`config.mk`:
```
export PLATFORM = sky130hd
export DESIGN_NAME = cpu_alu_8bit_with_flags
export DESIGN_NICKNAME = d
export VERILOG_FILES = /design/src/sv/cpualu_pkg.sv /design/src/sv/cpualu_div_step.sv /design/src/sv/cpualu_exec.sv /design/src/sv/cpu_alu_8bit_with_flags.sv
export SDC_FILE = /design/constraint.sdc
export NUM_CORES = 1
export LEC_CHECK = 0
export ABC_AREA = 1
export BUFFER_PORTS_ARGS = -buffer_cell sky130_fd_sc_hd__buf_2
export CAP_MARGIN = 20
export CORE_ASPECT_RATIO = 0.5
export CORE_MARGIN = 2
export CORE_UTILIZATION = 45
export CTS_CLUSTER_DIAMETER = 100
export DETAILED_ROUTE_END_ITERATION = 10
export GPL_TIMING_DRIVEN = 0
export SLEW_MARGIN = 30
export SYNTH_ARGS = -nofsm -noshare
export SYNTH_HDL_FRONTEND = slang
export SYNTH_SLANG_ARGS = --single-unit
```
`constraint.sdc`:
```
create_clock -name clk -period 6 [get_ports clk]
set_input_delay 0.3 -clock clk [delete_from_list [all_inputs] [get_ports clk]]
set_output_delay 0.3 -clock clk [all_outputs]
set_load 0.01 [all_outputs]
```
`src/sv/cpualu_pkg.sv`:
```
// cpualu_pkg: operation codes, constants and the control struct shared
// by the ALU stages. No dependencies.
package cpualu_pkg;

	localparam logic [7:0] BYTE_MAX = 8'hFF;
	localparam int unsigned SIGN_BIT = 7;
	localparam logic [7:0] LSB_MASK = 8'b0000_0001;

	typedef enum logic [3:0] {
		FN_ADC  = 4'd0,
		FN_SBB  = 4'd1,
		FN_MUL  = 4'd2,
		FN_DIV  = 4'd3,
		FN_MOD  = 4'd4,
		FN_AND  = 4'd5,
		FN_OR   = 4'd6,
		FN_XOR  = 4'd7,
		FN_SHL  = 4'd8,
		FN_SHR  = 4'd9,
		FN_ROL  = 4'd10,
		FN_ROR  = 4'd11,
		FN_CMP  = 4'd12,
		FN_INC  = 4'd13,
		FN_DEC  = 4'd14,
		FN_LOAD = 4'd15
	} func_t;

	// per-item control carried down the pipe
	typedef struct packed {
		logic [7:0] result;
		logic       carry;
		logic       overflow;
		logic       write_back;
		logic       div_op;
		logic       mod_op;
		logic       dz;
	} ctl_t;

endpackage

```
`src/sv/cpualu_div_step.sv`:
```
// cpualu_div_step: four restoring-division steps on an 8-bit divisor.
// Depends on cpualu_pkg.
module cpualu_div_step
	import cpualu_pkg::*;
(
	input  logic [7:0] rem_in,
	input  logic [3:0] bits,
	input  logic [7:0] divisor,
	output logic [7:0] rem_out,
	output logic [3:0] quo
);

	logic [8:0] r;
	logic [7:0] rr;

	always_comb begin
		rr  = rem_in;
		r   = '0;
		quo = '0;
		for (int i = 3; i >= 0; i--) begin
			r = {rr, bits[i]};
			if (r >= {1'b0, divisor}) begin
				r      = r - {1'b0, divisor};
				quo[i] = 1'b1;
			end
			rr = r[7:0];
		end
		rem_out = rr;
	end

endmodule

```
`src/sv/cpualu_exec.sv`:
```
// cpualu_exec: all operations except the divider datapath; flags that an
// operation leaves alone pass through. Depends on cpualu_pkg.
module cpualu_exec
	import cpualu_pkg::*;
(
	input  logic [3:0] func,
	input  logic [7:0] operand_a,
	input  logic [7:0] operand_b,
	input  logic       carry_in,
	input  logic       overflow_in,
	output ctl_t       ctl
);

	func_t       f;
	logic [8:0]  sum;
	logic [8:0]  diff;
	logic [15:0] prod;

	assign f = func_t'(func);

	always_comb begin
		sum  = {1'b0, operand_a} + {1'b0, operand_b} + {8'd0, carry_in};
		diff = {1'b0, operand_a} - {1'b0, operand_b}
			- {8'd0, (f == FN_SBB) ? carry_in : 1'b0};
		prod = {8'd0, operand_a} * {8'd0, operand_b};

		ctl.result     = operand_b;
		ctl.carry      = carry_in;
		ctl.overflow   = overflow_in;
		ctl.write_back = 1'b1;
		ctl.div_op     = 1'b0;
		ctl.mod_op     = 1'b0;
		ctl.dz         = 1'b0;

		case (f)
			FN_ADC: begin
				ctl.result   = sum[7:0];
				ctl.carry    = sum[8];
				ctl.overflow = (operand_a[SIGN_BIT] == operand_b[SIGN_BIT]) &&
					(sum[SIGN_BIT] != operand_a[SIGN_BIT]);
			end
			FN_SBB, FN_CMP: begin
				ctl.result     = diff[7:0];
				ctl.carry      = diff[8];
				ctl.overflow   = (operand_a[SIGN_BIT] != operand_b[SIGN_BIT]) &&
					(diff[SIGN_BIT] != operand_a[SIGN_BIT]);
				ctl.write_back = (f != FN_CMP);
			end
			FN_MUL: begin
				ctl.result = prod[7:0];
				ctl.carry  = |prod[15:8];
			end
			FN_DIV: begin
				ctl.div_op = 1'b1;
				ctl.dz     = (operand_b == 8'd0);
			end
			FN_MOD: begin
				ctl.div_op = 1'b1;
				ctl.mod_op = 1'b1;
				ctl.dz     = (operand_b == 8'd0);
			end
			FN_AND: ctl.result = operand_a & operand_b;
			FN_OR:  ctl.result = operand_a | operand_b;
			FN_XOR: ctl.result = operand_a ^ operand_b;
			FN_SHL: begin
				ctl.result = {operand_a[6:0], 1'b0};
				ctl.carry  = operand_a[SIGN_BIT];
			end
			FN_SHR: begin
				ctl.result = {1'b0, operand_a[7:1]};
				ctl.carry  = |(operand_a & LSB_MASK);
			end
			FN_ROL: begin
				ctl.result = {operand_a[6:0], carry_in};
				ctl.carry  = operand_a[SIGN_BIT];
			end
			FN_ROR: begin
				ctl.result = {carry_in, operand_a[7:1]};
				ctl.carry  = |(operand_a & LSB_MASK);
			end
			FN_INC: ctl.result = operand_a + 8'd1;
			FN_DEC: ctl.result = operand_a - 8'd1;
			default: ctl.result = operand_b;
		endcase
	end

endmodule

```
`src/sv/cpu_alu_8bit_with_flags.sv`:
```
// cpu_alu_8bit_with_flags: three-stage pipelined 8-bit ALU with flags.
// Depends on cpualu_pkg, cpualu_exec, cpualu_div_step.
//
//  channel | valid     | stall     | payload
//  req     | req_valid | req_stall | func, operand_a, operand_b, carry_in, overflow_in
//  rsp     | rsp_valid | rsp_stall | result, write_back, carry_out, overflow_out,
//          |           |           | zero_out, sign_out, divide_by_zero
//
// One transfer per cycle unless rsp stalls; each req is registered in stages 1, 2, 3.
// Stage 1: operation unit plus divide bits 7..4; stage 2: divide bits 3..0;
// stage 3: result select and zero/sign flags.
// arst_n clears the stage valid bits; the pipe is empty after reset.
// A stall on rsp holds stage 3; earlier stages keep filling until each is full.
module cpu_alu_8bit_with_flags
	import cpualu_pkg::*;
(
	input  logic       clk,
	input  logic       arst_n,
	input  logic       req_valid,
	output logic       req_stall,
	input  logic [3:0] func,
	input  logic [7:0] operand_a,
	input  logic [7:0] operand_b,
	input  logic       carry_in,
	input  logic       overflow_in,
	output logic       rsp_valid,
	input  logic       rsp_stall,
	output logic [7:0] result,
	output logic       write_back,
	output logic       carry_out,
	output logic       overflow_out,
	output logic       zero_out,
	output logic       sign_out,
	output logic       divide_by_zero
);

	logic en1, en2, en3;
	logic v_s1, v_s2, v_s3;

	ctl_t       ctl_c;
	logic [7:0] rem_hi_c;
	logic [3:0] q_hi_c;

	ctl_t       ctl_s1;
	logic [3:0] a_lo_s1;
	logic [7:0] b_s1;
	logic [7:0] rem_s1;
	logic [3:0] q_hi_s1;

	logic [7:0] rem_lo_c;
	logic [3:0] q_lo_c;

	ctl_t       ctl_s2;
	logic [7:0] rem_s2;
	logic [7:0] q_s2;

	logic [7:0] res_c;

	logic [7:0] res_s3;
	logic       wb_s3, c_s3, v_out_s3, dz_s3;

	assign en3 = !v_s3 || !rsp_stall;
	assign en2 = !v_s2 || en3;
	assign en1 = !v_s1 || en2;
	assign req_stall = !en1;

	cpualu_exec u_exec (
		.func        (func),
		.operand_a   (operand_a),
		.operand_b   (operand_b),
		.carry_in    (carry_in),
		.overflow_in (overflow_in),
		.ctl         (ctl_c)
	);

	cpualu_div_step u_div_hi (
		.rem_in  (8'd0),
		.bits    (operand_a[7:4]),
		.divisor (operand_b),
		.rem_out (rem_hi_c),
		.quo     (q_hi_c)
	);

	cpualu_div_step u_div_lo (
		.rem_in  (rem_s1),
		.bits    (a_lo_s1),
		.divisor (b_s1),
		.rem_out (rem_lo_c),
		.quo     (q_lo_c)
	);

	always_ff @(posedge clk or negedge arst_n) begin
		if (!arst_n) begin
			v_s1 <= 1'b0;
			v_s2 <= 1'b0;
			v_s3 <= 1'b0;
		end else begin
			if (en1) v_s1 <= req_valid;
			if (en2) v_s2 <= v_s1;
			if (en3) v_s3 <= v_s2;
		end
	end

	always_ff @(posedge clk) begin
		if (en1 && req_valid) begin
			ctl_s1  <= ctl_c;
			a_lo_s1 <= operand_a[3:0];
			b_s1    <= operand_b;
			rem_s1  <= rem_hi_c;
			q_hi_s1 <= q_hi_c;
		end
		if (en2 && v_s1) begin
			ctl_s2 <= ctl_s1;
			rem_s2 <= rem_lo_c;
			q_s2   <= {q_hi_s1, q_lo_c};
		end
		if (en3 && v_s2) begin
			res_s3   <= res_c;
			wb_s3    <= ctl_s2.write_back;
			c_s3     <= ctl_s2.carry;
			v_out_s3 <= ctl_s2.overflow;
			dz_s3    <= ctl_s2.dz;
		end
	end

	always_comb begin
		if (ctl_s2.dz) begin
			res_c = BYTE_MAX;
		end else if (ctl_s2.mod_op) begin
			res_c = rem_s2;
		end else if (ctl_s2.div_op) begin
			res_c = q_s2;
		end else begin
			res_c = ctl_s2.result;
		end
	end

	assign rsp_valid      = v_s3;
	assign result         = res_s3;
	assign write_back     = wb_s3;
	assign carry_out      = c_s3;
	assign overflow_out   = v_out_s3;
	assign zero_out       = (res_s3 == 8'd0);
	assign sign_out       = res_s3[SIGN_BIT];
	assign divide_by_zero = dz_s3;

	a_dz_result: assert property (@(posedge clk) disable iff (!arst_n)
		rsp_valid && divide_by_zero |-> result == BYTE_MAX)
		else $error("zero divisor without saturated result");

	a_s1_advance: assert property (@(posedge clk) disable iff (!arst_n)
		v_s1 && en2 |=> v_s2)
		else $error("stage 1 item lost on advance");

	a_s2_hold: assert property (@(posedge clk) disable iff (!arst_n)
		v_s2 && !en3 |=> v_s2 && $stable(res_c))
		else $error("stalled stage 2 item changed");

	a_cmp_wb: assert property (@(posedge clk) disable iff (!arst_n)
		v_s2 && !ctl_s2.write_back |-> !ctl_s2.div_op)
		else $error("compare flagged as divide");

endmodule
```
# [After elaboration in Yosys (flattened, before gate mapping)]
# Index checks and enable logic that the tools add are counted.
[word_totals] regBits=83 input_bits=26
[op_classes] add_sub_neg=14 multipliers=1 n_lt_le_gt_ge=8 eq_ne=19 mux=24 bitwise_logic=3 reduce_logical=21
[ops] op="case mux 8 bit (12 select lines)" n=1
[ops] op="2-to-1 mux 8 bit" n=10
[ops] op=">= comparator 9 x 8 -> 1 bit" n=7
[ops] op="subtractor 8 bit" n=7
[ops] op="equality test 4 bit, second input constant" n=7
[ops] op="equality test 4 x 3 -> 1 bit, second input constant" n=4
[ops] op="zero test 8 bit" n=2
[ops] op="multiplier 8 x 8 -> 16 bit" n=1
[ops] op="2-to-1 mux 1 bit" n=11
[ops] op="adder 8 x 8 -> 9 bit" n=1
[ops] op="adder 9 x 1 -> 9 bit" n=1
[ops] op="subtractor 8 x 8 -> 9 bit" n=1
[ops] op="subtractor 9 x 1 -> 9 bit" n=1
[ops] op="adder 8 x 1 -> 8 bit, second input constant" n=1
[ops] op="AND 8 bit" n=1
[ops] op="equality test 4 x 2 -> 1 bit, second input constant" n=2
[ops] op=">= comparator 1 x 8 -> 1 bit" n=1
[ops] op="OR 8 bit" n=1
[ops] op="OR reduction 2 bit" n=4
[ops] op="OR reduction 8 bit" n=1
[ops] op="subtractor 1 x 8 -> 8 bit" n=1
[ops] op="subtractor 8 x 1 -> 8 bit, second input constant" n=1
[ops] op="XOR 8 bit" n=1
[ops] op="logical AND 1 bit" n=5
[ops] op="9 further kinds" n=17

# [Depth between registers and ports, before layout]
# Gate-level depths: netlist of the first run.
[logic_depth] word_depth=8 ltp_mapped=42

# [Modules after synthesis]
# Synthesis of the first run repeated with hierarchy kept, for this count alone.
[hier_totals] hier_cells=1563 area_unflattened_um2=11456.0
[modules_own_cells] mod="cpualu_exec" instances=1 cells_each=730 area_per_inst_um2=4471.8 seq_area_each_um2=0.0
[modules_own_cells] mod="cpu_alu_8bit_with_flags" instances=1 cells_each=166 area_per_inst_um2=2856.5 seq_area_each_um2=2477.4
[modules_own_cells] mod="cpualu_div_step at u_div_hi" instances=1 cells_each=335 area_per_inst_um2=2137.0 seq_area_each_um2=0.0
[modules_own_cells] mod="cpualu_div_step at u_div_lo" instances=1 cells_each=332 area_per_inst_um2=1990.7 seq_area_each_um2=0.0

# [Worst setup path before layout of the first run]
# No wires, ideal clock.
[synth_timing] path_kind="input port to flip-flop" startpoint="input operand_a[7]" endpoint="register rem_s1[5] (data pin)" arrival_time_ps=5883 required_ps=5741 path_slack_ps=-142 stages=39 path_buffers=3 cell_sequence="clkbuf_1 inv_1 ha_1 inv_1 ha_1 nand2_2 inv_4 nand2_2 a21oi_4 inv_2 nand2_1 o21ai_2 ha_1 nand2_1 nor2_1 a21oi_1 nand2_4 nor2_4 [3 not listed] a21oi_1 o21ai_1 nand2_1 nand3_1 a211oi_4 nand3_4 buf_6 o21a_1 ha_1 a21oi_1 nand2_1 nand4_1 o211ai_1 a211oi_1 nand3_2 buf_6 nand2_1 o21ai_1"
[synth_between] elab_chain_len=8
[synth_lines] item="start, declared" line_no="cpu_alu_8bit_with_flags.sv:22" source="input logic [7:0] operand_a,"
[synth_lines] item="subtractor 1 x 8 -> 8 bit or >= comparator 1 x 8 -> 1 bit (tied branches)" line_no="cpualu_div_step.sv:23, cpualu_div_step.sv:22"
[synth_lines] item="2-to-1 mux 8 bit *" line_no="cpualu_div_step.sv:22" source="if (r >= {1'b0, divisor}) begin"
[synth_lines] item="subtractor 8 bit or >= comparator 9 x 8 -> 1 bit (tied branches)" line_no="cpualu_div_step.sv:23, cpualu_div_step.sv:22"
[synth_lines] item="2-to-1 mux 8 bit *" line_no="cpualu_div_step.sv:22"
[synth_lines] item="subtractor 8 bit or >= comparator 9 x 8 -> 1 bit (tied branches)" line_no="cpualu_div_step.sv:23, cpualu_div_step.sv:22"
[synth_lines] item="2-to-1 mux 8 bit *" line_no="cpualu_div_step.sv:22"
[synth_lines] item="subtractor 8 bit or >= comparator 9 x 8 -> 1 bit (tied branches)" line_no="cpualu_div_step.sv:23, cpualu_div_step.sv:22"
[synth_lines] item="2-to-1 mux 8 bit *" line_no="cpualu_div_step.sv:22"
[synth_lines] item="named net rem_hi_c[5]" line_no="cpu_alu_8bit_with_flags.sv:41" source="logic [7:0] rem_hi_c;"
[synth_lines] item="end signal, assigned" line_no="cpu_alu_8bit_with_flags.sv:109" source="rem_s1 <= rem_hi_c;"
[synth_lines] item="end, declared" line_no="cpu_alu_8bit_with_flags.sv:47" source="logic [7:0] rem_s1;"
# Mark *: on every way through the listed nets, which the timed path passes. The rest lies on a longest branch.
# A chain may end at the register's enable or synchronous reset.

# [Final worst setup path of the first run]
[layout_timing] startpoint="register a_lo_s1[3]" endpoint="register rem_s2[4] (data pin)"
[layout_between] elab_chain_len=8
[layout_lines] item="start, declared" line_no="cpu_alu_8bit_with_flags.sv:45" source="logic [3:0] a_lo_s1;"
[layout_lines] item="start signal, assigned" line_no="cpu_alu_8bit_with_flags.sv:107" source="a_lo_s1 <= operand_a[3:0];"
[layout_lines] item="subtractor 8 bit or >= comparator 9 x 8 -> 1 bit (tied branches)" line_no="cpualu_div_step.sv:23, cpualu_div_step.sv:22"
[layout_lines] item="2-to-1 mux 8 bit *" line_no="cpualu_div_step.sv:22"
[layout_lines] item="subtractor 8 bit or >= comparator 9 x 8 -> 1 bit (tied branches)" line_no="cpualu_div_step.sv:23, cpualu_div_step.sv:22"
[layout_lines] item="2-to-1 mux 8 bit *" line_no="cpualu_div_step.sv:22"
[layout_lines] item="subtractor 8 bit or >= comparator 9 x 8 -> 1 bit (tied branches)" line_no="cpualu_div_step.sv:23, cpualu_div_step.sv:22"
[layout_lines] item="2-to-1 mux 8 bit *" line_no="cpualu_div_step.sv:22"
[layout_lines] item="subtractor 8 bit or >= comparator 9 x 8 -> 1 bit (tied branches)" line_no="cpualu_div_step.sv:23, cpualu_div_step.sv:22"
[layout_lines] item="2-to-1 mux 8 bit *" line_no="cpualu_div_step.sv:22"
[layout_lines] item="named net rem_lo_c[4]" line_no="cpu_alu_8bit_with_flags.sv:50" source="logic [7:0] rem_lo_c;"
[layout_lines] item="end signal, assigned" line_no="cpu_alu_8bit_with_flags.sv:114" source="rem_s2 <= rem_lo_c;"
[layout_lines] item="end, declared" line_no="cpu_alu_8bit_with_flags.sv:54" source="logic [7:0] rem_s2;"
# Marks and branches as above.

==> results.toml, run 1 <==
[sta]
final-hold-violation-count = 0
worst_slack_ps = 151
finClkSkew_ps = 6.49
holdWs_ps = 214
finalCriticalPeriod_ps = 5850
period_share_pct = 97.5
tightestPinTransition_ps = 904
max_freq_mhz = 171
drv_slew = 0
setup_viol = 0
slew_headroom_pct = 39.0

[global_routing]
grt_first_pass_wirelength_um = 44900
grt_max_degree = 31
grt_usage_pct = 23.2
antenna_found_initial = 1
grt_pass1_vias = 8712
grt.overflow.total = 0

[synth]
synthFlopType = "edfxtp_1"
synth_xor_area_share_pct = 4.56
synth_fa_ha_area_share_pct = 25.4
ys_types = 60
syn_inst = 1329
synth_compound_area_share_pct = 11.5
synth.mux.area_fraction_pct = 0.772
syn_nets = 1537
yosys_warnings = 0
yosys_register_bits = 83
async_flop_share_pct = 3.61
syn_area_um2 = 10400
avgSynthCellArea_um2 = 7.81
ys_seq_area_share_pct = 23.9
synth_top_family_by_area = "adder cells"
yosys.area_share.simple_pct = 23.0
synth_edf_count = 80

[routing]
drcViolationCount = 0
first_iter_violations = 625
route.vias.total = 9268
detail-route-antenna-nets = 0
wirelength_um = 28900
drt-pass1-iter-count = 5
routed_via_density = 5.19
wire_per_inst_um = 16.2

[critical_path]
crit_path_max_incr_delay_ps = 380
cp_slowest_cell = "edfxtp_1"
crit_required_ps = 6210
endpoint_kind = "register"
path_max_fanout = 7
critPathLaunchType = "register"
worstSetupPathType = "register to register"
crit_path_frequent_cell = "nand2_2"
worstPathArrival_ps = 6060

[floorplan]
dieArea_um2 = 24400
coreArea_um2 = 22700
start_util_pct = 45.6
row_count = 39
pin_count = 42
die_h_um = 111
fp.dieW_um = 219

[clocking]
worstSkewPairLatency_ps = 330
cts_buffers = 9
cts_tree = "built"
clock_sinks = 83
clock_path_buffers = 2
htreeDepth = 3
cts.clk_slew.worst_paths_ps = 70
cts_root_buffer = "clkbuf_16"

[run]
cap_violations = 0

[cells_and_area]
layout_commonest_cell = "nand2_1"
mostFrequentLayoutCells = "nand2_1 (275), inv_1 (239), ha_1 (106)"
seq_area_um2 = 2480
fill_cells = 2070
multiInputGateArea_um2 = 7510
drive_gt1_share_pct = 23.9
syn2layout_area_growth_pct = 23.4
fin_nets = 1681

[power_and_ir_drop]
p_leak_uw = 0.00641
power_frac_comb_pct = 75.1
p_seq_share_pct = 15.6
internal_power_uw = 3010
sw_frac_of_total_pct = 46.6
p_clk_share_pct = 9.3
max-vdd-ir-drop_mv = 0.705
p_total_uw = 5640
powerDensity_nw_per_um2 = 440
p_switching_uw = 2630

[placement]
portBuffers = 41
place_ws_ps = -1190
gp_congestion = 0.933
dp_hpwl_um = 22000

[outcome]
outcome = "finished, final reports clean"

[worst_hold_path]
hp-class = "input port to register"
[worst max-delay path: cells and delay by family, from the launching register on]
family          cells  cell delay (ps)
compound gates      8             1090
xor+xnor            1              260
fa+ha+maj           5             1340
buf+inv             5              500
flops               1              380
simple gates       21             2130
[path summary, 6_finish.rpt]
path	start	cells after the start	slack, ps	endpoint
setup / recovery	a_lo_s1[3]	40	150	rem_s2[4]
hold / removal	req_valid	3	210	v_s1
setup reg to reg	a_lo_s1[3]	40	150	rem_s2[4]
hold reg to reg	q_hi_s1[0]	0	420	q_s2[4]
max in group asynchronous	arst_n	2	5610	v_s2
min in group asynchronous	arst_n	2	280	v_s1
[per-layer routing]
metal | track usage [%] | vias up | part of all wire, %
met2 | 38.1 | 190 | 47
met4 | 4.95 | 0 | 1.6
met3 | 3.36 | 38 | 4.0
met1 | 32.8 | 4419 | 48
met5 | 0 | - | 0
li1 | - | 4621 | -
[power by group through the flow]
stage	combinational, µW	clock (µW)	sequential (µW)
after floorplan	2320	0	875
after global routing	4610	565	886
after CTS	3170	539	877
after global placement	2840	0	887
final	4230	527	877
after detailed placement	2900	0	884
[synthesized netlist by cell type, types with 5 or more instances]
| master | count | area share, % |
|---|---|---|
| o21ai_2 | 8 | 0.68 |
| a21oi_1 | 81 | 3.9 |
| buf_2 | 6 | 0.29 |
| a21oi_2 | 6 | 0.51 |
| nor2_2 | 6 | 0.36 |
| nand2_2 | 9 | 0.54 |
| nor2_4 | 5 | 0.54 |
| nand2_1 | 300 | 11 |
| mux2i_1 | 8 | 0.77 |
| edfxtp_1 | 80 | 23 |
| nand2_4 | 9 | 0.98 |
| clkbuf_1 | 8 | 0.29 |
| ha_1 | 134 | 16 |
| inv_2 | 5 | 0.18 |
| o22ai_1 | 11 | 0.66 |
| o211ai_1 | 5 | 0.36 |
| nand4_1 | 19 | 1.1 |
| buf_6 | 5 | 0.54 |
| o21ai_0 | 43 | 2.1 |
| nor3_1 | 13 | 0.63 |
| o21ai_1 | 19 | 0.92 |
| nor2_1 | 81 | 2.9 |
| xor2_1 | 43 | 3.6 |
| xnor2_1 | 11 | 0.93 |
| nor4_1 | 7 | 0.42 |
| nand3_1 | 45 | 2.2 |
| inv_1 | 259 | 9.4 |
| fa_1 | 48 | 9.3 |
| or2_2 | 5 | 0.30 |
[flip-flops by register name, summed over array words and instances, names as in the netlist]
signal          flops
v_s2                1
v_s1                1
rsp_valid           1
q_hi_s1             4
q_s2                8
overflow_out        1
b_s1                8
rem_s2              8
rem_s1              8
result              8
ctl_s1             14
carry_out           1
write_back          1
a_lo_s1             4
divide_by_zero      1
ctl_s2             14
[cell type report]
class / instances / share of cell area (%)
diodes: 1 / 0.0196
plain buffers: 20 / 1.05
clock buffers: 9 / 1.76
clock inverters: 7 / 0.557
inverters: 266 / 8.06
multi-input cells: 961 / 58.7
flip-flops and latches: 83 / 19.4
well taps: 307 / 3.00
repair buffers: 132 / 7.49
[stage by stage]
stage / cell area, µm² / instances / TNS [ps] / utilization, %
floorplan: 10400 / 1329 / 0 / -
global placement: 11000 / 1677 / -15830 / 48.2
detailed placement: 11000 / 1678 / -18170 / 48.4
CTS: 11700 / 1724 / 0 / 51.7
global route: 12800 / 1785 / -1640 / 56.3
finish: 12800 / 1786 / 0 / 56.3
[logic make-up after synthesis]
group / after synthesis
compound gates: 199
buf+inv: 287
fa+ha+maj: 182
xor+xnor: 54
mux: 8
flops: 83
simple gates: 516
[what timing repair did]
action | in CTS | in global routing
hold buffers | 1 | 0
buffers inserted | 28 | 59
cloned | 2 | 2
setup endpoints to repair | 18 | 18
hold endpoints to repair | 3 | 0
pin swaps | 19 | 67
resized for setup | 48 | 126
Power figures use the tool's default switching activity.
==> run 2: changes to the inputs <==
- CAP_MARGIN: 20 -> not set
- CORE_UTILIZATION: 45 -> 33
==> results.toml, run 2 (synthesis results as in run 1) <==
[outcome]
outcome = "finished, final reports clean"

[routing]
wire_per_inst_um = 14.8
wirelength_um = 28400
first_iter_violations = 637
route.vias.total = 9249
detail-route-antenna-nets = 0
drcViolationCount = 0
routed_via_density = 4.83
drt-pass1-iter-count = 5

[global_routing]
grt_first_pass_wirelength_um = 42600
grt.overflow.total = 0
grt_pass1_vias = 8257
grt_usage_pct = 16.2
grt_max_degree = 31
antenna_found_initial = 1

[power_and_ir_drop]
p_seq_share_pct = 16.0
p_switching_uw = 2500
p_leak_uw = 0.00653
power_frac_comb_pct = 73.3
max-vdd-ir-drop_mv = 0.353
sw_frac_of_total_pct = 45.7
internal_power_uw = 2970
p_total_uw = 5470
p_clk_share_pct = 10.7
powerDensity_nw_per_um2 = 413

[floorplan]
dieArea_um2 = 33000
coreArea_um2 = 30600
die_h_um = 129
row_count = 45
fp.dieW_um = 255
start_util_pct = 33.9
pin_count = 42

[sta]
period_share_pct = 98.3
rsz0062_at_grt = "true"
worst_slack_ps = 103
finClkSkew_ps = 5.58
finalCriticalPeriod_ps = 5900
final-hold-violation-count = 0
slew_headroom_pct = 45.4
tightestPinTransition_ps = 809
setup_viol = 0
max_freq_mhz = 170
drv_slew = 0

[clocking]
cts_root_buffer = "clkbuf_16"
clock_sinks = 83
worstSkewPairLatency_ps = 330
htreeDepth = 3
cts_buffers = 9
clock_path_buffers = 2
cts_tree = "built"
cts.clk_slew.worst_paths_ps = 60

[cells_and_area]
postLayoutCellArea_um2 = 13200
fin_nets = 1692
layout_commonest_cell = "nand2_1"
post-route-util_pct = 43.2
syn2layout_area_growth_pct = 27.6
mostFrequentLayoutCells = "nand2_1 (267), inv_1 (235), ha_1 (105)"
top_regs = "ctl_s1 x14, ctl_s2 x14"
drive_gt1_share_pct = 26.1

[placement]
dp_hpwl_um = 20900
dpl_cell_area_um2 = 11100
portBuffers = 41
place_ws_ps = -1170
gp_congestion = 0.942

[critical_path]
path_max_fanout = 5
crit_required_ps = 6080
worstPathArrival_ps = 5980
worstSetupPathType = "register to register"
endpoint_kind = "register"
crit_path_frequent_cell = "nand2_2"
r2r_cells = 37
critPathLaunchType = "register"
crit_path_max_incr_delay_ps = 450
cp_slowest_cell = "fa_1"

[worst_hold_path]
hp-class = "input port to register"
holdPathStages = 3

[run]
cap_violations = 0
run 2: power groups by stage:
stage / registers, µW / clock network [µW] / logic [µW]
2_1_floorplan: 875 / 0 / 2320
3_3_place_gp: 884 / 0 / 2860
3_5_place_dp: 884 / 0 / 2880
4_1_cts: 874 / 600 / 3220
5_1_grt: 882 / 625 / 4430
6_report: 875 / 587 / 4010
run 2: layout make-up:
cell class              instances  area [µm²]
diodes                          1        2.50
plain buffers                  20         138
clock buffers                  11         243
clock inverters                 5        85.1
fillers                      2990       17400
inverters                     266        1040
multi-input cells             961        7640
flip-flops and latches         83        2480
well taps                     423         529
repair buffers                143        1080
run 2: per-layer routing:
layer	wire length [µm]	global-route usage (%)	vias up
li1	-	-	4640
met1	12700	21.8	4352
met2	13700	27.5	219
met3	1310	2.29	38
met4	592	4.13	0
met5	0	0	-
run 2: per-stage QoR:
stage	setup TNS, ps	hold WS (ps)	std cells
floorplan	0	4.41	1329
global placement	-17150	101	1793
detailed placement	-18180	101	1794
CTS	0	202	1846
global route	-1640	246	1912
finish	0	210	1913
run 2: timing repair:
action,CTS,global route
endpoints found under the hold margin,3,0
buffers inserted,35,62
hold buffers,1,0
pin swaps,27,77
cloned,1,4
setup endpoints to repair,18,18
resized for setup,52,165
run 2: critical path: cells and delay by family (launching register included):
kind | cells | cell delay (ps)
adder cells (fa/ha/maj) | 4 | 1380
AO/OA/AOI/OAI | 6 | 980
buffers and inverters | 8 | 990
flip-flops | 1 | 440
AND/OR/NAND/NOR | 18 | 1740
XOR/XNOR | 1 | 120
run 2: final timing paths:
kind | slack [ps] | startpoint | to
worst min-delay path | 210 | rsp_stall | rsp_valid
min in group asynchronous | 300 | arst_n | v_s1
worst max register to register | 100 | rem_s1[1] | rem_s2[0]
worst min register to register | 420 | ctl_s2[3] | write_back
worst max-delay path | 100 | rem_s1[1] | rem_s2[0]
max in group asynchronous | 5590 | arst_n | v_s2
